$ cat config.mk
export PLATFORM = sky130hd
export DESIGN_NAME = ps2_scan_code_set2_decoder
export DESIGN_NICKNAME = d
export VERILOG_FILES = /design/src/ps2kbd_pkg.sv /design/src/ps2kbd_decode.sv /design/src/ps2_scan_code_set2_decoder.sv
export SDC_FILE = /design/constraint.sdc
export NUM_CORES = 1
export LEC_CHECK = 0
export ABC_AREA = 0
export ABC_CLOCK_PERIOD_IN_PS = 11040
export BUFFER_PORTS_ARGS = -buffer_cell sky130_fd_sc_hd__clkbuf_2
export CAP_MARGIN = 25
export CORE_MARGIN = 5
export CORE_UTILIZATION = 30
export DETAILED_ROUTE_END_ITERATION = 7
export GPL_TIMING_DRIVEN = 0
export MAX_ROUTING_LAYER = met4
export PLACE_DENSITY = 0.55
export SLEW_MARGIN = 10
export SYNTH_ARGS = -nofsm -noshare
export SYNTH_HDL_FRONTEND = slang
export SYNTH_SLANG_ARGS = --single-unit
$ cat constraint.sdc
create_clock -name clk -period 11.04 [get_ports clk]
set_input_delay 2.208 -clock clk [delete_from_list [all_inputs] [get_ports clk]]
set_output_delay 2.208 -clock clk [all_outputs]
set_load 0.01 [all_outputs]
$ cat src/ps2kbd_pkg.sv
// Shared types, constants and scan code tables for the PS/2 set 2 key decoder.
`default_nettype none
package ps2kbd_pkg;

  localparam int unsigned KeyWidth = 7;

  localparam logic [7:0] PrefixBreak    = 8'hF0;
  localparam logic [7:0] PrefixExtended = 8'hE0;

  localparam logic [KeyWidth-1:0] KeyUnknown     = 7'd0;
  localparam logic [KeyWidth-1:0] KeyApplication = 7'd68;
  localparam logic [KeyWidth-1:0] KeyMax         = 7'd82;

  typedef struct packed {
    logic break_pending;
    logic extended_pending;
  } flags_t;

  typedef struct packed {
    logic                is_prefix;
    logic [KeyWidth-1:0] key;
    logic                down;
    flags_t              flags_next;
  } decode_t;

  function automatic logic [KeyWidth-1:0] normal_key(input logic [7:0] code);
    logic [KeyWidth-1:0] k;
    k = KeyUnknown;
    case (code)
      8'h76: k = 7'd1;
      8'h05: k = 7'd2;
      8'h06: k = 7'd3;
      8'h04: k = 7'd4;
      8'h0C: k = 7'd5;
      8'h03: k = 7'd6;
      8'h0B: k = 7'd7;
      8'h83: k = 7'd8;
      8'h0A: k = 7'd9;
      8'h01: k = 7'd10;
      8'h09: k = 7'd11;
      8'h78: k = 7'd12;
      8'h07: k = 7'd13;
      8'h0E: k = 7'd14;
      8'h16: k = 7'd15;
      8'h1E: k = 7'd16;
      8'h26: k = 7'd17;
      8'h25: k = 7'd18;
      8'h2E: k = 7'd19;
      8'h36: k = 7'd20;
      8'h3D: k = 7'd21;
      8'h3E: k = 7'd22;
      8'h46: k = 7'd23;
      8'h45: k = 7'd24;
      8'h4E: k = 7'd25;
      8'h55: k = 7'd26;
      8'h66: k = 7'd27;
      8'h0D: k = 7'd28;
      8'h15: k = 7'd29;
      8'h1D: k = 7'd30;
      8'h24: k = 7'd31;
      8'h2D: k = 7'd32;
      8'h2C: k = 7'd33;
      8'h35: k = 7'd34;
      8'h3C: k = 7'd35;
      8'h43: k = 7'd36;
      8'h44: k = 7'd37;
      8'h4D: k = 7'd38;
      8'h54: k = 7'd39;
      8'h5B: k = 7'd40;
      8'h5D: k = 7'd41;
      8'h58: k = 7'd42;
      8'h1C: k = 7'd43;
      8'h1B: k = 7'd44;
      8'h23: k = 7'd45;
      8'h2B: k = 7'd46;
      8'h34: k = 7'd47;
      8'h33: k = 7'd48;
      8'h3B: k = 7'd49;
      8'h42: k = 7'd50;
      8'h4B: k = 7'd51;
      8'h4C: k = 7'd52;
      8'h52: k = 7'd53;
      8'h5A: k = 7'd54;
      8'h12: k = 7'd55;
      8'h1A: k = 7'd56;
      8'h22: k = 7'd57;
      8'h21: k = 7'd58;
      8'h2A: k = 7'd59;
      8'h32: k = 7'd60;
      8'h31: k = 7'd61;
      8'h3A: k = 7'd62;
      8'h41: k = 7'd63;
      8'h49: k = 7'd64;
      8'h4A: k = 7'd65;
      8'h59: k = 7'd66;
      8'h14: k = 7'd67;
      8'h11: k = 7'd69;
      8'h29: k = 7'd70;
      default: k = KeyUnknown;
    endcase
    return k;
  endfunction

  function automatic logic [KeyWidth-1:0] extended_key(input logic [7:0] code);
    logic [KeyWidth-1:0] k;
    k = KeyUnknown;
    case (code)
      8'h11: k = 7'd71;
      8'h14: k = 7'd72;
      8'h75: k = 7'd73;
      8'h72: k = 7'd74;
      8'h6B: k = 7'd75;
      8'h74: k = 7'd76;
      8'h70: k = 7'd77;
      8'h71: k = 7'd78;
      8'h6C: k = 7'd79;
      8'h69: k = 7'd80;
      8'h7D: k = 7'd81;
      8'h7A: k = 7'd82;
      default: k = KeyUnknown;
    endcase
    return k;
  endfunction

endpackage
`default_nettype wire

$ cat src/ps2kbd_decode.sv
// Byte classifier and key lookup for one registered scan code byte.
`default_nettype none
module ps2kbd_decode (
  input  wire logic [7:0]          scan_byte,
  input  wire ps2kbd_pkg::flags_t  flags,
  output ps2kbd_pkg::decode_t      dec
);
  import ps2kbd_pkg::*;

  logic is_break;
  logic is_extended;

  assign is_break    = (scan_byte == PrefixBreak);
  assign is_extended = (scan_byte == PrefixExtended);

  always_comb begin
    dec.is_prefix  = is_break || is_extended;
    dec.key        = flags.extended_pending ? extended_key(scan_byte) : normal_key(scan_byte);
    dec.down       = !flags.break_pending;
    dec.flags_next = '0;
    if (is_break) begin
      dec.flags_next = flags;
      dec.flags_next.break_pending = 1'b1;
    end else if (is_extended) begin
      dec.flags_next = flags;
      dec.flags_next.extended_pending = 1'b1;
    end
  end

endmodule
`default_nettype wire

$ cat src/ps2_scan_code_set2_decoder.sv
// PS/2 scan code set 2 decoder top level.
// Input channel: one received keyboard byte per item on scan_byte, with
// in_valid and in_ready. Bytes 0xE0 and 0xF0 are prefixes: they set the
// extended and break flags and give no result item.
// Output channel: one item per non-prefix byte on key_number and key_down,
// with out_valid and out_ready. key_number 0 marks an unknown code.
// Path: an accepted byte is held in the input register, and its result is
// loaded into the output register once that register is free to take it.
// Throughput: one byte per cycle while no result is stalled, with the table
// lookup between the input register and the output register.
// Stall: while out_ready is low and a result is waiting, a further
// non-prefix byte stays in the input register and in_ready drops; prefix
// bytes still pass. Nothing is dropped or repeated.
// Reset: rst clears both prefix flags and both valid registers.
`default_nettype none
module ps2_scan_code_set2_decoder (
  input  wire  logic                                clk,
  input  wire  logic                                rst,
  input  wire  logic                                in_valid,
  output logic                                      in_ready,
  input  wire  logic [7:0]                          scan_byte,
  output logic                                      out_valid,
  input  wire  logic                                out_ready,
  output logic [ps2kbd_pkg::KeyWidth-1:0]           key_number,
  output logic                                      key_down
);
  import ps2kbd_pkg::*;

  logic       s1_valid;
  logic [7:0] s1_byte;
  flags_t     flags;
  decode_t    dec;
  logic       s1_advance;
  logic       out_free;
  logic       load_result;
  logic       out_valid_next;

  ps2kbd_decode u_decode (
    .scan_byte (s1_byte),
    .flags     (flags),
    .dec       (dec)
  );

  assign out_free    = !out_valid || out_ready;
  assign s1_advance  = s1_valid && (dec.is_prefix || out_free);
  assign load_result = s1_advance && !dec.is_prefix;
  assign in_ready    = !s1_valid || s1_advance;

  always_comb begin
    out_valid_next = out_valid;
    if (out_valid && out_ready) begin
      out_valid_next = 1'b0;
    end
    if (load_result) begin
      out_valid_next = 1'b1;
    end
  end

  always_ff @(posedge clk) begin
    if (rst) begin
      s1_valid  <= 1'b0;
      flags     <= '0;
      out_valid <= 1'b0;
    end else begin
      if (in_ready) begin
        s1_valid <= in_valid;
      end
      if (s1_advance) begin
        flags <= dec.flags_next;
      end
      out_valid <= out_valid_next;
    end
  end

  always_ff @(posedge clk) begin
    if (in_valid && in_ready) begin
      s1_byte <= scan_byte;
    end
    if (load_result) begin
      key_number <= dec.key;
      key_down   <= dec.down;
    end
  end

  a_key_range: assert property (@(posedge clk) disable iff (rst)
    out_valid |-> (key_number <= KeyMax && key_number != KeyApplication))
    else $error("key number out of range");

  a_flags_clear: assert property (@(posedge clk) disable iff (rst)
    load_result |=> (flags == '0))
    else $error("prefix flags not cleared after a result");

  a_break_set: assert property (@(posedge clk) disable iff (rst)
    (s1_advance && s1_byte == PrefixBreak) |=> flags.break_pending)
    else $error("break prefix not recorded");

  a_s1_hold: assert property (@(posedge clk) disable iff (rst)
    (s1_valid && !s1_advance) |=> (s1_valid && $stable(s1_byte)))
    else $error("waiting byte lost from input register");

  a_no_overrun: assert property (@(posedge clk) disable iff (rst)
    (out_valid && !out_ready) |=> !$past(load_result))
    else $error("result register overwritten while stalled");

endmodule
`default_nettype wire

==> run summary <==
The adder-cell share of the synthesized area is 4.464%. The maximum number of buffers from clock root to sink is 2. Clock-pin slew was measured on the worst setup and hold paths at 0.12 ns. The maximum number of pins on one net before global-route repair came out at 18.

The initial detailed-routing violation count came out at 380. The worst IR drop on VDD came out at 40.70 uV. The clock sink total came out at 27. The fraction of synthesized cell area in xor and xnor cells came out at 0.6250%. The maximum level of the CTS H-tree is 1. The first-pass iteration count of the detailed router is 5. The layout overhead on the synthesized area came out at 10.62%. The combinational family with the most area after synthesis is compound AO/OA/AOI/OAI gates. The synthesized design spends more area on one cell type than any other, namely sky130_fd_sc_hd__edfxtp_1.

The pre-CTS worst setup slack is 5.056 ns. The maximum fanout count along the critical path is 10. The remaining antenna violation count is 0. The shortest clock period the worst path allows after layout is 5.749 ns. Synthesis handed over a netlist of 357 instances.

The prevailing post-synth register cell is sky130_fd_sc_hd__edfxtp_1. The die span in x came out at 106.7 um. The count of synthesis-stage warnings from yosys came out at 0.

The complex-gate fraction of the synthesized area is 34.96%. The count of inserted antenna diode cells is 0. The total half-perimeter wirelength after legalization and detailed placement is 8174 um. The flow ran to the end, and the final reports show no timing, DRC or antenna violations. The number of flops mapped to enable cells by yosys is 16.

The final layout net count is 406. The CTS buffer count came out at 3. The share of final-layout standard cells stronger than drive strength 1 came out at 14.36%. The wire length of the first global-routing pass came out at 16,780 um. The remaining global-route overflow came out at 0. Derived from the worst setup path, the maximum achievable clock frequency is 174.0 MHz. After routing, the total negative slack on setup checks comes to 0 ns.

The number of max-slew violations in the final report is 0. The area share of the largest cell type after synthesis is 17.14%. The later-pin clock latency in the skew report is 0.29 ns.

The number of flip-flops and latches in the synthesized netlist came out at 27. The areal power density over the cells is 98.68 nW/um^2. Setup slack on the critical path of the routed design comes to 5.291 ns.

The type of element capturing the critical path is a register. The area of the core came out at 9153 um^2. The fraction of registers with async set/reset came out at 0%. The total global-route track usage came out at 19.26%.

The full die area came out at 11,380 um^2. Setup repair after global routing left no endpoint under its margin. The critical path in this run is classified as input pin to register. The worst hold path belongs to the class register to register. The via count of the first global-routing pass came out at 2,944. The period utilization came out at 52.07%. The measured slew at the worst slew-check pin came out at 0.7482 ns. Data arrives at the worst endpoint at 5.91 ns. The number of vias in the routed layout came out at 3,087. The average instance in the mapped netlist occupies 7.851 um^2. The slowest stage of the critical path is the sky130_fd_sc_hd__mux2i_1 cell. The cell area after synthesis is 2803 um^2. STA classifies the critical path startpoint as an input pin. The sum of routed wire length over all layers is 10,850 um. In the post-synthesis netlist, the biggest area contributors are sky130_fd_sc_hd__edfxtp_1 (17%), sky130_fd_sc_hd__dfxtp_1 (7.9%), sky130_fd_sc_hd__a21oi_1 (6.3%).

The die is 106.7 um tall. The number of violations of the max-capacitance limit came out at 0. The initial antenna violation count is 0. The number of port buffers is 21. 22 I/O pins were placed. The number of hold buffers added after cts is 0.

By instance count, the cell type seen most on the critical path is sky130_fd_sc_hd__o21ai_0. TritonCTS built the clock tree. The sequential cell area fraction in the yosys report is 25.00%.

The setup fix buffers added after clock tree synthesis came out at 0. The number of setup violations in the final report came out at 0. The number of library cell types mapped by synthesis came out at 76. In this run the static leakage power is 0.001192 uW. At the worst endpoint, the required time is 11.20 ns. The simple-gate area share of the yosys netlist came out at 20.54%.

The count of final hold-check violations was 0. The initial core utilization is 30.62%. The post-cts sizing count is 0.

The floorplan has 35 rows. The cell sitting at the root of the clock tree is a sky130_fd_sc_hd__clkbuf_8. The setup clock skew after layout came out at 0.01185 ns. In this design, the stage delay of the slowest critical-path cell is 0.58 ns. The multiplexer share of the synthesized area is 6.741%. The signal on the critical path passes through clkbuf_2 > nand3b_2 > a22oi_4 > buf_2 > mux2i_1 > ha_1 > clkbuf_1 > inv_1 > o21ai_0 > o21ai_0 > and3_1 > nor4_1 > o22ai_1.

The number of design rule violations left after detail routing came out at 0. The global placer's final weighted congestion came out at 1.024. The net count after synthesis came out at 379. After detailed routing, the number of vias per cell comes to 6.249.

The filler cells instantiated in the layout total 975. The relative slew slack is 48.69%. The routed wirelength normalized by instance count is 21.96 um.
[cells by family after synthesis]
group                      after synthesis
muxes                                   17
and+or+nand+nor                        114
DFF                                     27
xor gates and xnor gates                 2
AOI/OAI and AO/OA                      137
adders and majority gates               10
buffers and inverters                   50
[path summary, 6_finish.rpt]
| kind | startpoint | end | slack (ns) | depth (start not counted) |
|---|---|---|---|---|
| max | out_ready | register | 5.29 | 13 |
| min | flags[1] | key_down | 0.49 | 1 |
| max reg2reg | s1_byte[3] | register | 6.75 | 13 |
| min reg2reg | flags[1] | key_down | 0.49 | 1 |
[through the flow]
stage / hold slack [ns] / total power (uW) / cell area (um^2) / std cells / utilization, %
after detailed placement: 0.4599 / 239.8 / 3052 / 490 / 33.34
after global placement: 0.4640 / 242.5 / 3047 / 489 / 33.29
after global routing: 0.5196 / 319.3 / 3100 / 494 / 33.88
final: 0.4942 / 306.0 / 3100 / 494 / 33.88
after floorplan: 0.4409 / 200.1 / 2803 / 357 / -
after CTS: 0.4939 / 302.0 / 3100 / 494 / 33.88
[power breakdown]
part / leakage (uW) / internal (uW) / total (uW) / switching, uW
registers: 0.000241 / 115 / 118 / 3.93
logic: 0.000929 / 41.1 / 124 / 82.6
clock network: 0.0000217 / 25.8 / 63.8 / 38.0
[critical path, delay by kind of cell]
kind,cells,cell delay [ns]
AOI/OAI and AO/OA,4,0.97
adders and majority gates,1,0.23
muxes,1,0.58
buffers and inverters,4,1.05
and+or+nand+nor,3,0.85
[per-layer routing]
metal	up-vias	GRT usage [%]	wire [um]
met5	-	-	0
li1	1420	-	-
met2	185	29.99	4867
met1	1457	25.83	4769
met4	0	5.662	263
met3	25	3.191	948
[layout by cell type (no fill, tap or decap), types with 4 or more instances in the layout]
master,netlist,final
sky130_fd_sc_hd__edfxtp_1,16,16
sky130_fd_sc_hd__a31oi_1,5,5
sky130_fd_sc_hd__o21ai_0,22,22
sky130_fd_sc_hd__inv_1,22,22
sky130_fd_sc_hd__o22ai_1,6,6
sky130_fd_sc_hd__a21oi_1,35,35
sky130_fd_sc_hd__nand2_1,37,37
sky130_fd_sc_hd__nand2b_1,7,7
sky130_fd_sc_hd__mux2i_1,10,10
sky130_fd_sc_hd__buf_2,6,7
sky130_fd_sc_hd__dfxtp_1,11,11
sky130_fd_sc_hd__a311oi_1,4,4
sky130_fd_sc_hd__ha_1,10,10
sky130_fd_sc_hd__clkbuf_1,16,16
sky130_fd_sc_hd__nand3_1,9,9
sky130_fd_sc_hd__a221oi_1,5,5
sky130_fd_sc_hd__o211ai_1,6,6
sky130_fd_sc_hd__a32oi_1,4,4
sky130_fd_sc_hd__a211oi_1,7,7
sky130_fd_sc_hd__nor2_1,23,23
sky130_fd_sc_hd__clkbuf_2,0,21
sky130_fd_sc_hd__nor3_1,13,13
[cell usage after synthesis, types with 7 or more instances]
cell                        n
sky130_fd_sc_hd__a211oi_1   7
sky130_fd_sc_hd__a21oi_1   35
sky130_fd_sc_hd__clkbuf_1  16
sky130_fd_sc_hd__dfxtp_1   11
sky130_fd_sc_hd__edfxtp_1  16
sky130_fd_sc_hd__ha_1      10
sky130_fd_sc_hd__inv_1     22
sky130_fd_sc_hd__mux2i_1   10
sky130_fd_sc_hd__nand2_1   37
sky130_fd_sc_hd__nand2b_1   7
sky130_fd_sc_hd__nand3_1    9
sky130_fd_sc_hd__nor2_1    23
sky130_fd_sc_hd__nor3_1    13
sky130_fd_sc_hd__o21ai_0   22
[layout make-up]
type / count / area (um^2) / share of cell area (%)
Tap cell: 111 / 138.9 / 4.479
Timing Repair Buffer: 22 / 110.1 / 3.551
Sequential cell: 27 / 700.7 / 22.60
Clock buffer: 3 / 41.29 / 1.332
Multi-Input combinational cell: 280 / 1887 / 60.86
Inverter: 23 / 91.34 / 2.946
Clock inverter: 1 / 7.507 / 0.2421
Buffer: 27 / 123.9 / 3.995
Note: power is estimated with default switching activity, not from simulation.
